<file path="config.mk">
export PLATFORM = sky130hd
export DESIGN_NAME = lcd_controller_register_block
export DESIGN_NICKNAME = d
export VERILOG_FILES = /design/src/lcdrb_pkg.sv /design/src/lcd_controller_register_block.sv /design/src/lcdrb_palette.sv
export SDC_FILE = /design/constraint.sdc
export NUM_CORES = 2
export LEC_CHECK = 0
export BUFFER_PORTS_ARGS = -buffer_cell sky130_fd_sc_hd__buf_2
export CAP_MARGIN = 20
export CORE_MARGIN = 5
export CORE_UTILIZATION = 45
export CTS_BUF_LIST = sky130_fd_sc_hd__clkbuf_16
export CTS_CLUSTER_SIZE = 10
export DETAILED_ROUTE_END_ITERATION = 12
export GPL_TIMING_DRIVEN = 0
export PLACE_DENSITY = 0.61
export SLEW_MARGIN = 20
export SYNTH_ARGS = -nofsm -noshare
export SYNTH_HDL_FRONTEND = slang
export SYNTH_SLANG_ARGS = --single-unit
</file>
<file path="constraint.sdc">
create_clock -name clock -period 3.4 [get_ports clock]
set_input_delay 0 -clock clock [delete_from_list [all_inputs] [get_ports clock]]
set_output_delay 0 -clock clock [all_outputs]
set_load 0.03 [all_outputs]
</file>
<file path="src/lcdrb_pkg.sv">
// shared types and constants of the lcd controller register block
`timescale 1ns / 1ps

package lcdrb_pkg;

   // transaction kinds
   localparam logic [1:0] FUNC_READ  = 2'd0;
   localparam logic [1:0] FUNC_WRITE = 2'd1;
   localparam logic [1:0] FUNC_TICK  = 2'd2;

   // word addresses (byte offset >> 2)
   localparam logic [9:0] WORD_TIMING0  = 10'd0;
   localparam logic [9:0] WORD_TIMING1  = 10'd1;
   localparam logic [9:0] WORD_TIMING2  = 10'd2;
   localparam logic [9:0] WORD_TIMING3  = 10'd3;
   localparam logic [9:0] WORD_UPBASE   = 10'd4;
   localparam logic [9:0] WORD_LPBASE   = 10'd5;
   localparam logic [9:0] WORD_SLOT_A   = 10'd6;
   localparam logic [9:0] WORD_SLOT_B   = 10'd7;
   localparam logic [9:0] WORD_RIS      = 10'd8;
   localparam logic [9:0] WORD_MIS      = 10'd9;
   localparam logic [9:0] WORD_ICR      = 10'd10;
   localparam logic [9:0] WORD_UPCURR   = 10'd11;
   localparam logic [9:0] WORD_LPCURR   = 10'd12;
   localparam logic [9:0] WORD_ID_FIRST = 10'h3f8;

   // palette window is words 0x080..0x0ff
   localparam logic [2:0] PAL_WORD_TOP = 3'b001;

   // control word bits
   localparam int CR_EN_BIT  = 0;
   localparam int CR_PWR_BIT = 11;

   // variant codes
   localparam logic [1:0] VARIANT_BASIC = 2'd0;
   localparam logic [1:0] VARIANT_EXT   = 2'd2;

   localparam logic [7:0] ID_BASIC [0:7] =
      '{8'h10, 8'h11, 8'h04, 8'h00, 8'h0d, 8'hf0, 8'h05, 8'hb1};
   localparam logic [7:0] ID_EXT [0:7] =
      '{8'h11, 8'h11, 8'h24, 8'h00, 8'h0d, 8'hf0, 8'h05, 8'hb1};

   typedef struct packed {
      logic [1:0]  func;
      logic [11:0] byte_offset;
      logic [31:0] write_data;
   } req_type;

   typedef struct packed {
      logic [31:0] read_data;
      logic        irq;
      logic [10:0] width_pixels;
      logic [10:0] height_lines;
      logic [2:0]  pixel_format;
      logic        display_on;
      logic        bad_access;
   } rsp_type;

endpackage

</file>
<file path="src/lcd_controller_register_block.sv">
// top level of the lcd controller register block
`timescale 1ns / 1ps

// register file of a color lcd controller
// req channel: one transaction per item, a bus read, a bus write or a
//   vertical-blank tick, with byte offset and write data
// rsp channel: one transaction per request with read data, irq, active
//   width and height, pixel format, display-on and a bad-access flag;
//   all status outputs reflect state after the request took effect
// csr port: csr_write_enable/csr_write_data set the variant (basic,
//   board, extended); write only while no request is in flight
// pipeline: an accepted request is registered in the input stage, then its
//   response in the response register; one request per cycle while the
//   response is not stalled; the input stage and the response register are
//   separate, so a new request is taken while a response waits; the palette
//   ram read is issued at acceptance, so its data is ready in the input stage
// receiver stall: the response register holds, the input stage holds
//   one more request, then req_ready drops
// reset: all architectural registers, status flags, width/height and
//   variant clear; palette entries read as zero until written (valid bit per entry)
module lcd_controller_register_block #(
   parameter int PALETTE_DEPTH = 128
) (
   input  logic               clock,
   input  logic               reset,
   input  logic               req_valid,
   output logic               req_ready,
   input  lcdrb_pkg::req_type req_payload,
   output logic               rsp_valid,
   input  logic               rsp_ready,
   output lcdrb_pkg::rsp_type rsp_payload,
   input  logic               csr_write_enable,
   input  logic [1:0]         csr_write_data
);

   localparam int PalIdxW = $clog2(PALETTE_DEPTH);

   // handshake and pipeline control
   logic               req_fire;
   logic               s1_adv;
   logic               s1_valid_ff;
   lcdrb_pkg::req_type s1_req_ff;
   logic               rsp_valid_ff;
   lcdrb_pkg::rsp_type rsp_ff;
   lcdrb_pkg::rsp_type rsp_in;

   // configuration
   logic [1:0] variant_ff;
   logic       swapped;
   logic       ext_id;

   // architectural registers
   logic [31:0] timing_ff [4];
   logic [31:0] timing_in [4];
   logic [31:0] upper_ff, upper_in;
   logic [31:0] lower_ff, lower_in;
   logic [31:0] control_ff, control_in;
   logic [31:0] mask_ff, mask_in;
   logic [1:0]  status_ff, status_in;
   logic [10:0] columns_ff, columns_in;
   logic [10:0] lines_ff, lines_in;

   // decode of the request in the input stage
   logic [9:0]  word;
   logic        is_id;
   logic        is_pal;
   logic [2:0]  id_idx;
   logic [7:0]  id_byte;
   logic [31:0] pal_rd_data;
   logic        pal_wr;
   logic        disp_on_cur;
   logic [31:0] wdata;

   assign s1_adv    = s1_valid_ff && (!rsp_valid_ff || rsp_ready);
   assign req_ready = !s1_valid_ff || s1_adv;
   assign req_fire  = req_valid && req_ready;
   assign rsp_valid   = rsp_valid_ff;
   assign rsp_payload = rsp_ff;

   assign swapped = (variant_ff != lcdrb_pkg::VARIANT_BASIC);
   assign ext_id  = (variant_ff >= lcdrb_pkg::VARIANT_EXT);

   assign word    = s1_req_ff.byte_offset[11:2];
   assign wdata   = s1_req_ff.write_data;
   assign is_id   = (word >= lcdrb_pkg::WORD_ID_FIRST);
   assign is_pal  = (word[9:7] == lcdrb_pkg::PAL_WORD_TOP);
   assign id_idx  = word[2:0];
   assign id_byte = ext_id ? lcdrb_pkg::ID_EXT[id_idx] : lcdrb_pkg::ID_BASIC[id_idx];
   assign disp_on_cur = control_ff[lcdrb_pkg::CR_EN_BIT] && control_ff[lcdrb_pkg::CR_PWR_BIT];

   // palette ram: read at acceptance, written when the input stage retires
   lcdrb_palette #(
      .DEPTH (PALETTE_DEPTH)
   ) u_palette (
      .clock   (clock),
      .reset   (reset),
      .rd_en   (req_fire),
      .rd_idx  (req_payload.byte_offset[2 +: PalIdxW]),
      .wr_en   (s1_adv && pal_wr),
      .wr_idx  (s1_req_ff.byte_offset[2 +: PalIdxW]),
      .wr_data (wdata),
      .rd_data (pal_rd_data)
   );

   // single-pass decode and update
   always_comb begin
      timing_in  = timing_ff;
      upper_in   = upper_ff;
      lower_in   = lower_ff;
      control_in = control_ff;
      mask_in    = mask_ff;
      status_in  = status_ff;
      columns_in = columns_ff;
      lines_in   = lines_ff;
      pal_wr     = 1'b0;
      rsp_in     = '0;

      unique case (s1_req_ff.func)
         lcdrb_pkg::FUNC_READ: begin
            if (is_id) begin
               rsp_in.read_data = {24'd0, id_byte};
            end else if (is_pal) begin
               rsp_in.read_data = pal_rd_data;
            end else begin
               unique case (word)
                  lcdrb_pkg::WORD_TIMING0: rsp_in.read_data = timing_ff[0];
                  lcdrb_pkg::WORD_TIMING1: rsp_in.read_data = timing_ff[1];
                  lcdrb_pkg::WORD_TIMING2: rsp_in.read_data = timing_ff[2];
                  lcdrb_pkg::WORD_TIMING3: rsp_in.read_data = timing_ff[3];
                  lcdrb_pkg::WORD_UPBASE,
                  lcdrb_pkg::WORD_UPCURR:  rsp_in.read_data = upper_ff;
                  lcdrb_pkg::WORD_LPBASE,
                  lcdrb_pkg::WORD_LPCURR:  rsp_in.read_data = lower_ff;
                  lcdrb_pkg::WORD_SLOT_A:  rsp_in.read_data = swapped ? control_ff : mask_ff;
                  lcdrb_pkg::WORD_SLOT_B:  rsp_in.read_data = swapped ? mask_ff : control_ff;
                  lcdrb_pkg::WORD_RIS:     rsp_in.read_data = {28'd0, status_ff, 2'b00};
                  lcdrb_pkg::WORD_MIS:
                     rsp_in.read_data = {28'd0, status_ff & mask_ff[3:2], 2'b00};
                  default:                 rsp_in.bad_access = 1'b1;
               endcase
            end
         end
         lcdrb_pkg::FUNC_WRITE: begin
            if (is_pal) begin
               pal_wr = 1'b1;
            end else begin
               unique case (word)
                  lcdrb_pkg::WORD_TIMING0: begin
                     timing_in[0] = wdata;
                     // ((t0 & 0xfc) + 4) * 4
                     columns_in = {({1'b0, wdata[7:2]} + 7'd1), 4'b0000};
                  end
                  lcdrb_pkg::WORD_TIMING1: begin
                     timing_in[1] = wdata;
                     lines_in = {1'b0, wdata[9:0]} + 11'd1;
                  end
                  lcdrb_pkg::WORD_TIMING2: timing_in[2] = wdata;
                  lcdrb_pkg::WORD_TIMING3: timing_in[3] = wdata;
                  lcdrb_pkg::WORD_UPBASE:  upper_in = wdata;
                  lcdrb_pkg::WORD_LPBASE:  lower_in = wdata;
                  lcdrb_pkg::WORD_SLOT_A: begin
                     if (swapped) begin
                        control_in = wdata;
                     end else begin
                        mask_in = wdata;
                     end
                  end
                  lcdrb_pkg::WORD_SLOT_B: begin
                     if (swapped) begin
                        mask_in = wdata;
                     end else begin
                        control_in = wdata;
                     end
                  end
                  // write-one-to-clear on status bits 3:2
                  lcdrb_pkg::WORD_ICR: status_in = status_ff & ~wdata[3:2];
                  default:             rsp_in.bad_access = 1'b1;
               endcase
            end
         end
         lcdrb_pkg::FUNC_TICK: begin
            if (disp_on_cur) begin
               status_in = 2'b11;
            end
         end
         default: begin
         end
      endcase

      // status outputs after the update
      rsp_in.irq          = |(status_in & mask_in[3:2]);
      rsp_in.width_pixels = columns_in;
      rsp_in.height_lines = lines_in;
      rsp_in.pixel_format = control_in[3:1];
      rsp_in.display_on   = control_in[lcdrb_pkg::CR_EN_BIT]
                            && control_in[lcdrb_pkg::CR_PWR_BIT];
   end

   // control registers
   always_ff @(posedge clock) begin
      if (reset) begin
         s1_valid_ff  <= 1'b0;
         rsp_valid_ff <= 1'b0;
         variant_ff   <= lcdrb_pkg::VARIANT_BASIC;
         timing_ff    <= '{default: 32'd0};
         upper_ff     <= 32'd0;
         lower_ff     <= 32'd0;
         control_ff   <= 32'd0;
         mask_ff      <= 32'd0;
         status_ff    <= 2'b00;
         columns_ff   <= 11'd0;
         lines_ff     <= 11'd0;
      end else begin
         if (csr_write_enable) begin
            variant_ff <= csr_write_data;
         end
         if (req_fire) begin
            s1_valid_ff <= 1'b1;
         end else if (s1_adv) begin
            s1_valid_ff <= 1'b0;
         end
         if (s1_adv) begin
            rsp_valid_ff <= 1'b1;
            timing_ff    <= timing_in;
            upper_ff     <= upper_in;
            lower_ff     <= lower_in;
            control_ff   <= control_in;
            mask_ff      <= mask_in;
            status_ff    <= status_in;
            columns_ff   <= columns_in;
            lines_ff     <= lines_in;
         end else if (rsp_ready) begin
            rsp_valid_ff <= 1'b0;
         end
      end
   end

   // payload registers
   always_ff @(posedge clock) begin
      if (req_fire) begin
         s1_req_ff <= req_payload;
      end
      if (s1_adv) begin
         rsp_ff <= rsp_in;
      end
   end

   // a tick with the display off leaves the status flags alone
   assert property (@(posedge clock) disable iff (reset)
      (s1_adv && s1_req_ff.func == lcdrb_pkg::FUNC_TICK && !disp_on_cur)
      |=> status_ff == $past(status_ff))
      else $error("status changed on tick with display off");

   // a request waiting behind a stalled response is not dropped
   assert property (@(posedge clock) disable iff (reset)
      (s1_valid_ff && rsp_valid_ff && !rsp_ready) |=> s1_valid_ff)
      else $error("input stage lost a request during stall");

   // a bad access never returns data
   assert property (@(posedge clock) disable iff (reset)
      (rsp_valid_ff && rsp_ff.bad_access) |-> rsp_ff.read_data == 32'd0)
      else $error("bad access with nonzero read data");

   // active width is always a multiple of sixteen
   assert property (@(posedge clock) disable iff (reset)
      rsp_valid_ff |-> rsp_ff.width_pixels[3:0] == 4'd0)
      else $error("width not a multiple of sixteen");

endmodule

</file>
<file path="src/lcdrb_palette.sv">
// palette ram with per-entry valid bits and write-to-read forwarding
`timescale 1ns / 1ps

module lcdrb_palette #(
   parameter int DEPTH = 128
) (
   input  logic                     clock,
   input  logic                     reset,
   input  logic                     rd_en,
   input  logic [$clog2(DEPTH)-1:0] rd_idx,
   input  logic                     wr_en,
   input  logic [$clog2(DEPTH)-1:0] wr_idx,
   input  logic [31:0]              wr_data,
   output logic [31:0]              rd_data
);

   logic [31:0]      mem [DEPTH];
   logic [DEPTH-1:0] valid_ff;
   logic [31:0]      q_ff;
   logic             vld_ff;
   logic             fwd_ff;
   logic [31:0]      fwd_data_ff;

   always_ff @(posedge clock) begin
      if (wr_en) begin
         mem[wr_idx] <= wr_data;
      end
      if (rd_en) begin
         q_ff        <= mem[rd_idx];
         fwd_data_ff <= wr_data;
      end
   end

   always_ff @(posedge clock) begin
      if (reset) begin
         valid_ff <= '0;
         vld_ff   <= 1'b0;
         fwd_ff   <= 1'b0;
      end else begin
         if (wr_en) begin
            valid_ff[wr_idx] <= 1'b1;
         end
         if (rd_en) begin
            vld_ff <= valid_ff[rd_idx];
            // same-cycle write to the address being read
            fwd_ff <= wr_en && (wr_idx == rd_idx);
         end
      end
   end

   assign rd_data = fwd_ff ? fwd_data_ff : (vld_ff ? q_ff : 32'd0);

endmodule
</file>
==> insert_results.sql <==
INSERT INTO impl_metrics (metric_group, metric, value, unit) VALUES
('status', 'run_status', 'finished, violations left', ''),
('status', 'violations', 'negative setup slack', ''),
('sta', 'shortest_clock_period_the_worst_path_allows_after_layout', '3.70', 'ns'),
('sta', 'final-hold-violation-count', '0', ''),
('clock_network', 'cts_tree', 'yes', ''),
('final_layout', 'syn_to_final_growth', '19.7', '%'),
('final_layout', 'final_net_count', '9925', ''),
('clock_network', 'cts_made_buffers', '547', ''),
('clock_network', 'ctsHtreeMaxLevel', '6', ''),
('power', 'irDropWorstVdd', '0.000533', 'V'),
('detailed_routing', 'post_drt_via_cell_ratio', '6.16', ''),
('power', 'static-leakage-power', '67.2', 'nW'),
('sta', 'setup_viol', '29', ''),
('worst_setup_path', 'rrSetupSlack', '-0.02', 'ns'),
('worst_setup_path', 'crit_chain', 'buf_2 > buf_2 > buf_2 > buf_1 > buf_1 > mux4_2 > mux4_2 > o22ai_1 > nor4_1', ''),
('placement', 'place_area', '194000', 'um^2'),
('grt', 'groute.usage.overall', '25.7', '%'),
('detailed_routing', 'routed-via-count', '94284', ''),
('die', 'io_pins', '115', ''),
('synth', 'postSynthNetCount', '8619', ''),
('synth', 'synth.avg_cell_area', '20.8', 'um^2'),
('detailed_routing', 'drt-wirelength-per-cell', '34.6', 'um'),
('sta', 'worst_setup_margin', '-0.305', 'ns'),
('final_layout', 'layout-drive-gt1-share', '30.2', '%'),
('power', 'post_route_total_power', '121', 'mW'),
('worst_setup_path', 'reg2reg_to', 'mask_ff[17]', ''),
('synth', 'synth_edf_count', '4264', ''),
('synth', 'synth-seq-area-share', '76.5', '%'),
('grt', 'vias_in_the_first_global_route', '94482', ''),
('die', 'dieHeight', '639', 'um'),
('die', 'placement_rows', '231', ''),
('placement', 'dp_hpwl', '376000', 'um'),
('worst_setup_path', 'crit_path_frequent_cell', 'buf_2', ''),
('sta', 'slew_headroom', '21.5', '%'),
('worst_setup_path', 'worstPathMaxFanout', '10', ''),
('sta', 'achievable-frequency', '270', 'MHz'),
('detailed_routing', 'initialDrtViolationCount', '12701', ''),
('die', 'die_w', '639', 'um'),
('grt', 'grt_start_max_net_pins', '57', ''),
('synth', 'post_synth_instance_area', '178000', 'um^2'),
('detailed_routing', 'first_pass_iters', '8', ''),
('worst_setup_path', 'crit_path_start', 'req_payload[35]', ''),
('grt', 'grt_antenna_before_repair', '31', ''),
('placement', 'placedCellCount', '14302', ''),
('worst_setup_path', 'cp_slowest_cell', 'o22ai_1', ''),
('worst_setup_path', 'cp-end-kind', 'flip-flop', ''),
('sta', 'timing.final.crit_share', '109', '%'),
('worst_setup_path', 'r2r_start', 'rsp_valid', ''),
('synth', 'yosys-top-cells-area', 'edfxtp_1 (72%), mux4_2 (16%), dfxtp_1 (4.6%), a21oi_1 (1.3%), nand2_1 (1.3%)', ''),
('clock_network', 'cts_num_sinks', '4678', ''),
('worst_setup_path', 'cp_num_cells', '9', ''),
('final_layout', 'final_design_area_no_fill', '213000', 'um^2'),
('placement', 'globalplace.congestion', '0.955', ''),
('sta', 'fin_worst_skew', '0.0656', 'ns'),
('synth', 'top_area_cell_type_share_of_the_netlist_area', '71.8', '%'),
('worst_setup_path', 'worstPathRequired', '4.11', 'ns'),
('synth', 'synth_flop_cell', 'edfxtp_1', ''),
('sta', 'tightest_slew', '1.17', 'ns'),
('power', 'power_per_cell_area', '569', 'nW/um^2'),
('sta', 'grt_setup_unrepaired', 'true', ''),
('die', 'starting_density_of_the_core', '45.1', '%'),
('worst_setup_path', 'crit_arrival', '4.41', 'ns'),
('synth', 'synthesis.yosys.warnings', '0', ''),
('synth', 'netlist-cell-type-count', '65', ''),
('detailed_routing', 'postRouteWirelength', '529000', 'um'),
('detailed_routing', 'detail_route.drc_violations', '0', ''),
('clock_network', 'worstSkewPairLatency', '1.04', 'ns'),
('clock_network', 'ctsRootBufferMaster', 'clkbuf_16', ''),
('synth', 'synth-seq-cells', '4678', ''),
('worst_setup_path', 'cp_slowest_stage_delay', '0.80', 'ns'),
('die', 'core', '395000', 'um^2');
[metal layers]
layer,wire length [um],track usage [%]
met4,27100,11.1
met2,247000,40.0
met3,46400,4.74
met1,208000,35.7
met5,23,0
[cell usage after synthesis (all sizes together) (3+ instances only)]
master / instances
ha: 5
and2: 7
inv: 13
a41oi: 3
a22o: 24
or4: 3
mux2i: 44
nor2b: 13
mux2: 21
o21a: 17
nand3: 31
a222oi: 23
or3: 8
mux4: 1304
xor2: 12
a31oi: 26
a21oi: 468
nand2: 622
a22oi: 45
nor4: 39
buf: 229
xnor2: 10
dfxtp: 414
or2: 4
o221ai: 4
and3: 11
o22ai: 137
nor2: 335
o211ai: 4
a211oi: 9
clkbuf: 314
nor3: 27
edfxtp: 4264
nand2b: 12
nand4: 11
o21ai: 24
[how the worst min path moves through the flow]
stage / start / to / cells past startpoint
6_report: req_payload[30] / wdata[30] / 3
2_1_floorplan: req_payload[34] / id_idx[0] / 0
3_5_place_dp: req_payload[8] / wdata[8] / 1
3_3_place_gp: req_payload[21] / wdata[21] / 1
4_1_cts: req_payload[40] / u_palette.vld_ff / 5
5_1_grt: req_payload[40] / u_palette.vld_ff / 5
[report_power, final]
part / leakage [nW] / total (mW) / internal [mW] / switching (mW)
logic: 17.6 / 6.75 / 2.45 / 4.30
registers: 41.7 / 63.1 / 62.9 / 0.135
clock network: 7.86 / 51.6 / 29.4 / 22.1
[layout by cell type (no fill, tap or decap), drive strengths merged, types with 4 or more instances in the layout]
| cell type | Yosys | final |
|---|---|---|
| xnor2 | 10 | 10 |
| mux4 | 1304 | 1304 |
| nor2 | 335 | 335 |
| o21a | 17 | 17 |
| nand3 | 31 | 31 |
| o211ai | 4 | 4 |
| a22o | 24 | 24 |
| nor4 | 39 | 39 |
| clkbuf | 314 | 890 |
| mux2i | 44 | 44 |
| o21ai | 24 | 24 |
| nand2 | 622 | 622 |
| a21oi | 468 | 468 |
| nor3 | 27 | 27 |
| inv | 13 | 155 |
| or3 | 8 | 8 |
| clkdlybuf4s15 | 0 | 7 |
| nand4 | 11 | 11 |
| a211oi | 9 | 9 |
| o221ai | 4 | 4 |
| or2 | 4 | 4 |
| diode | 0 | 18 |
| dfxtp | 414 | 414 |
| a22oi | 45 | 45 |
| buf | 229 | 858 |
| and2 | 7 | 7 |
| xor2 | 12 | 12 |
| mux2 | 21 | 21 |
| o22ai | 137 | 137 |
| clkinv | 1 | 30 |
| a31oi | 26 | 26 |
| ha | 5 | 5 |
| edfxtp | 4264 | 4264 |
| nand2b | 12 | 12 |
| nor2b | 13 | 13 |
| dlygate4sd3 | 0 | 102 |
| a222oi | 23 | 23 |
| and3 | 11 | 11 |
[state kept, by name, summed over array words and instances, names as in the netlist, 3 cells and up]
name	cells
u_palette.mem	4096
rsp_payload	60
s1_req_ff	9
lines_ff	11
mask_ff	32
id_idx	3
u_palette.valid_ff	128
lower_ff	32
u_palette.fwd_data_ff	32
upper_ff	32
columns_ff	11
timing_ff	128
wdata	32
control_ff	32
u_palette.q_ff	32
[cells by family (layout without fill, tap and decap cells)]
group	after synthesis	after routing	share of synthesized area [%]
flops	4678	4678	76.5
mux	1369	1369	16.9
compound gates	801	801	2.63
fa+ha+maj	5	5	0.0351
buf+inv	557	2047	1.26
other cells	0	18	0
xor+xnor	22	22	0.108
simple gates	1129	1129	2.63
[layout make-up]
cell class              instances  area [um^2]
repair buffers                759        11600
multi-input cells            3326        41200
clock inverters               175         1240
diodes                         18         45.0
plain buffers                 541         2390
clock buffers                 558        14000
well taps                    5242         6560
inverters                      14         56.3
flip-flops and latches       4678       136000
fillers                     29744       182000
[worst register-to-register path: cells and delay by family (launching register included)]
| kind | cells | cell delay (ns) |
|---|---|---|
| simple gates | 5 | 0.84 |
| buf+inv | 4 | 1.94 |
| flops | 1 | 0.41 |
| compound gates | 1 | 0.17 |
[through the flow]
stage | hold slack [ns] | worst slack [ns] | TNS [ns] | utilization, %
detailed placement | 0.178 | -2.01 | -3972.93 | 49.1
floorplan | 0.0989 | -0.146 | -253.27 | -
global placement | 0.181 | -4.14 | - | 46.9
global route | 0.165 | -0.0989 | -3.54 | 53.9
finish | 0.204 | -0.305 | -2.49 | 54.0
CTS | 0.120 | -0.295 | -160.76 | 53.7
[repair_timing]
| action | in CTS | in global routing |
|---|---|---|
| setup buffers | 116 | 39 |
| endpoints found under the hold margin | 129 | 0 |
| pin swaps | 74 | 24 |
| endpoints found under the setup margin | 4145 | 3130 |
| cloned | 0 | 0 |
| hold buffers | 102 | 0 |
| resized for setup | 71 | 94 |
Note: power is estimated with default switching activity, not from simulation.
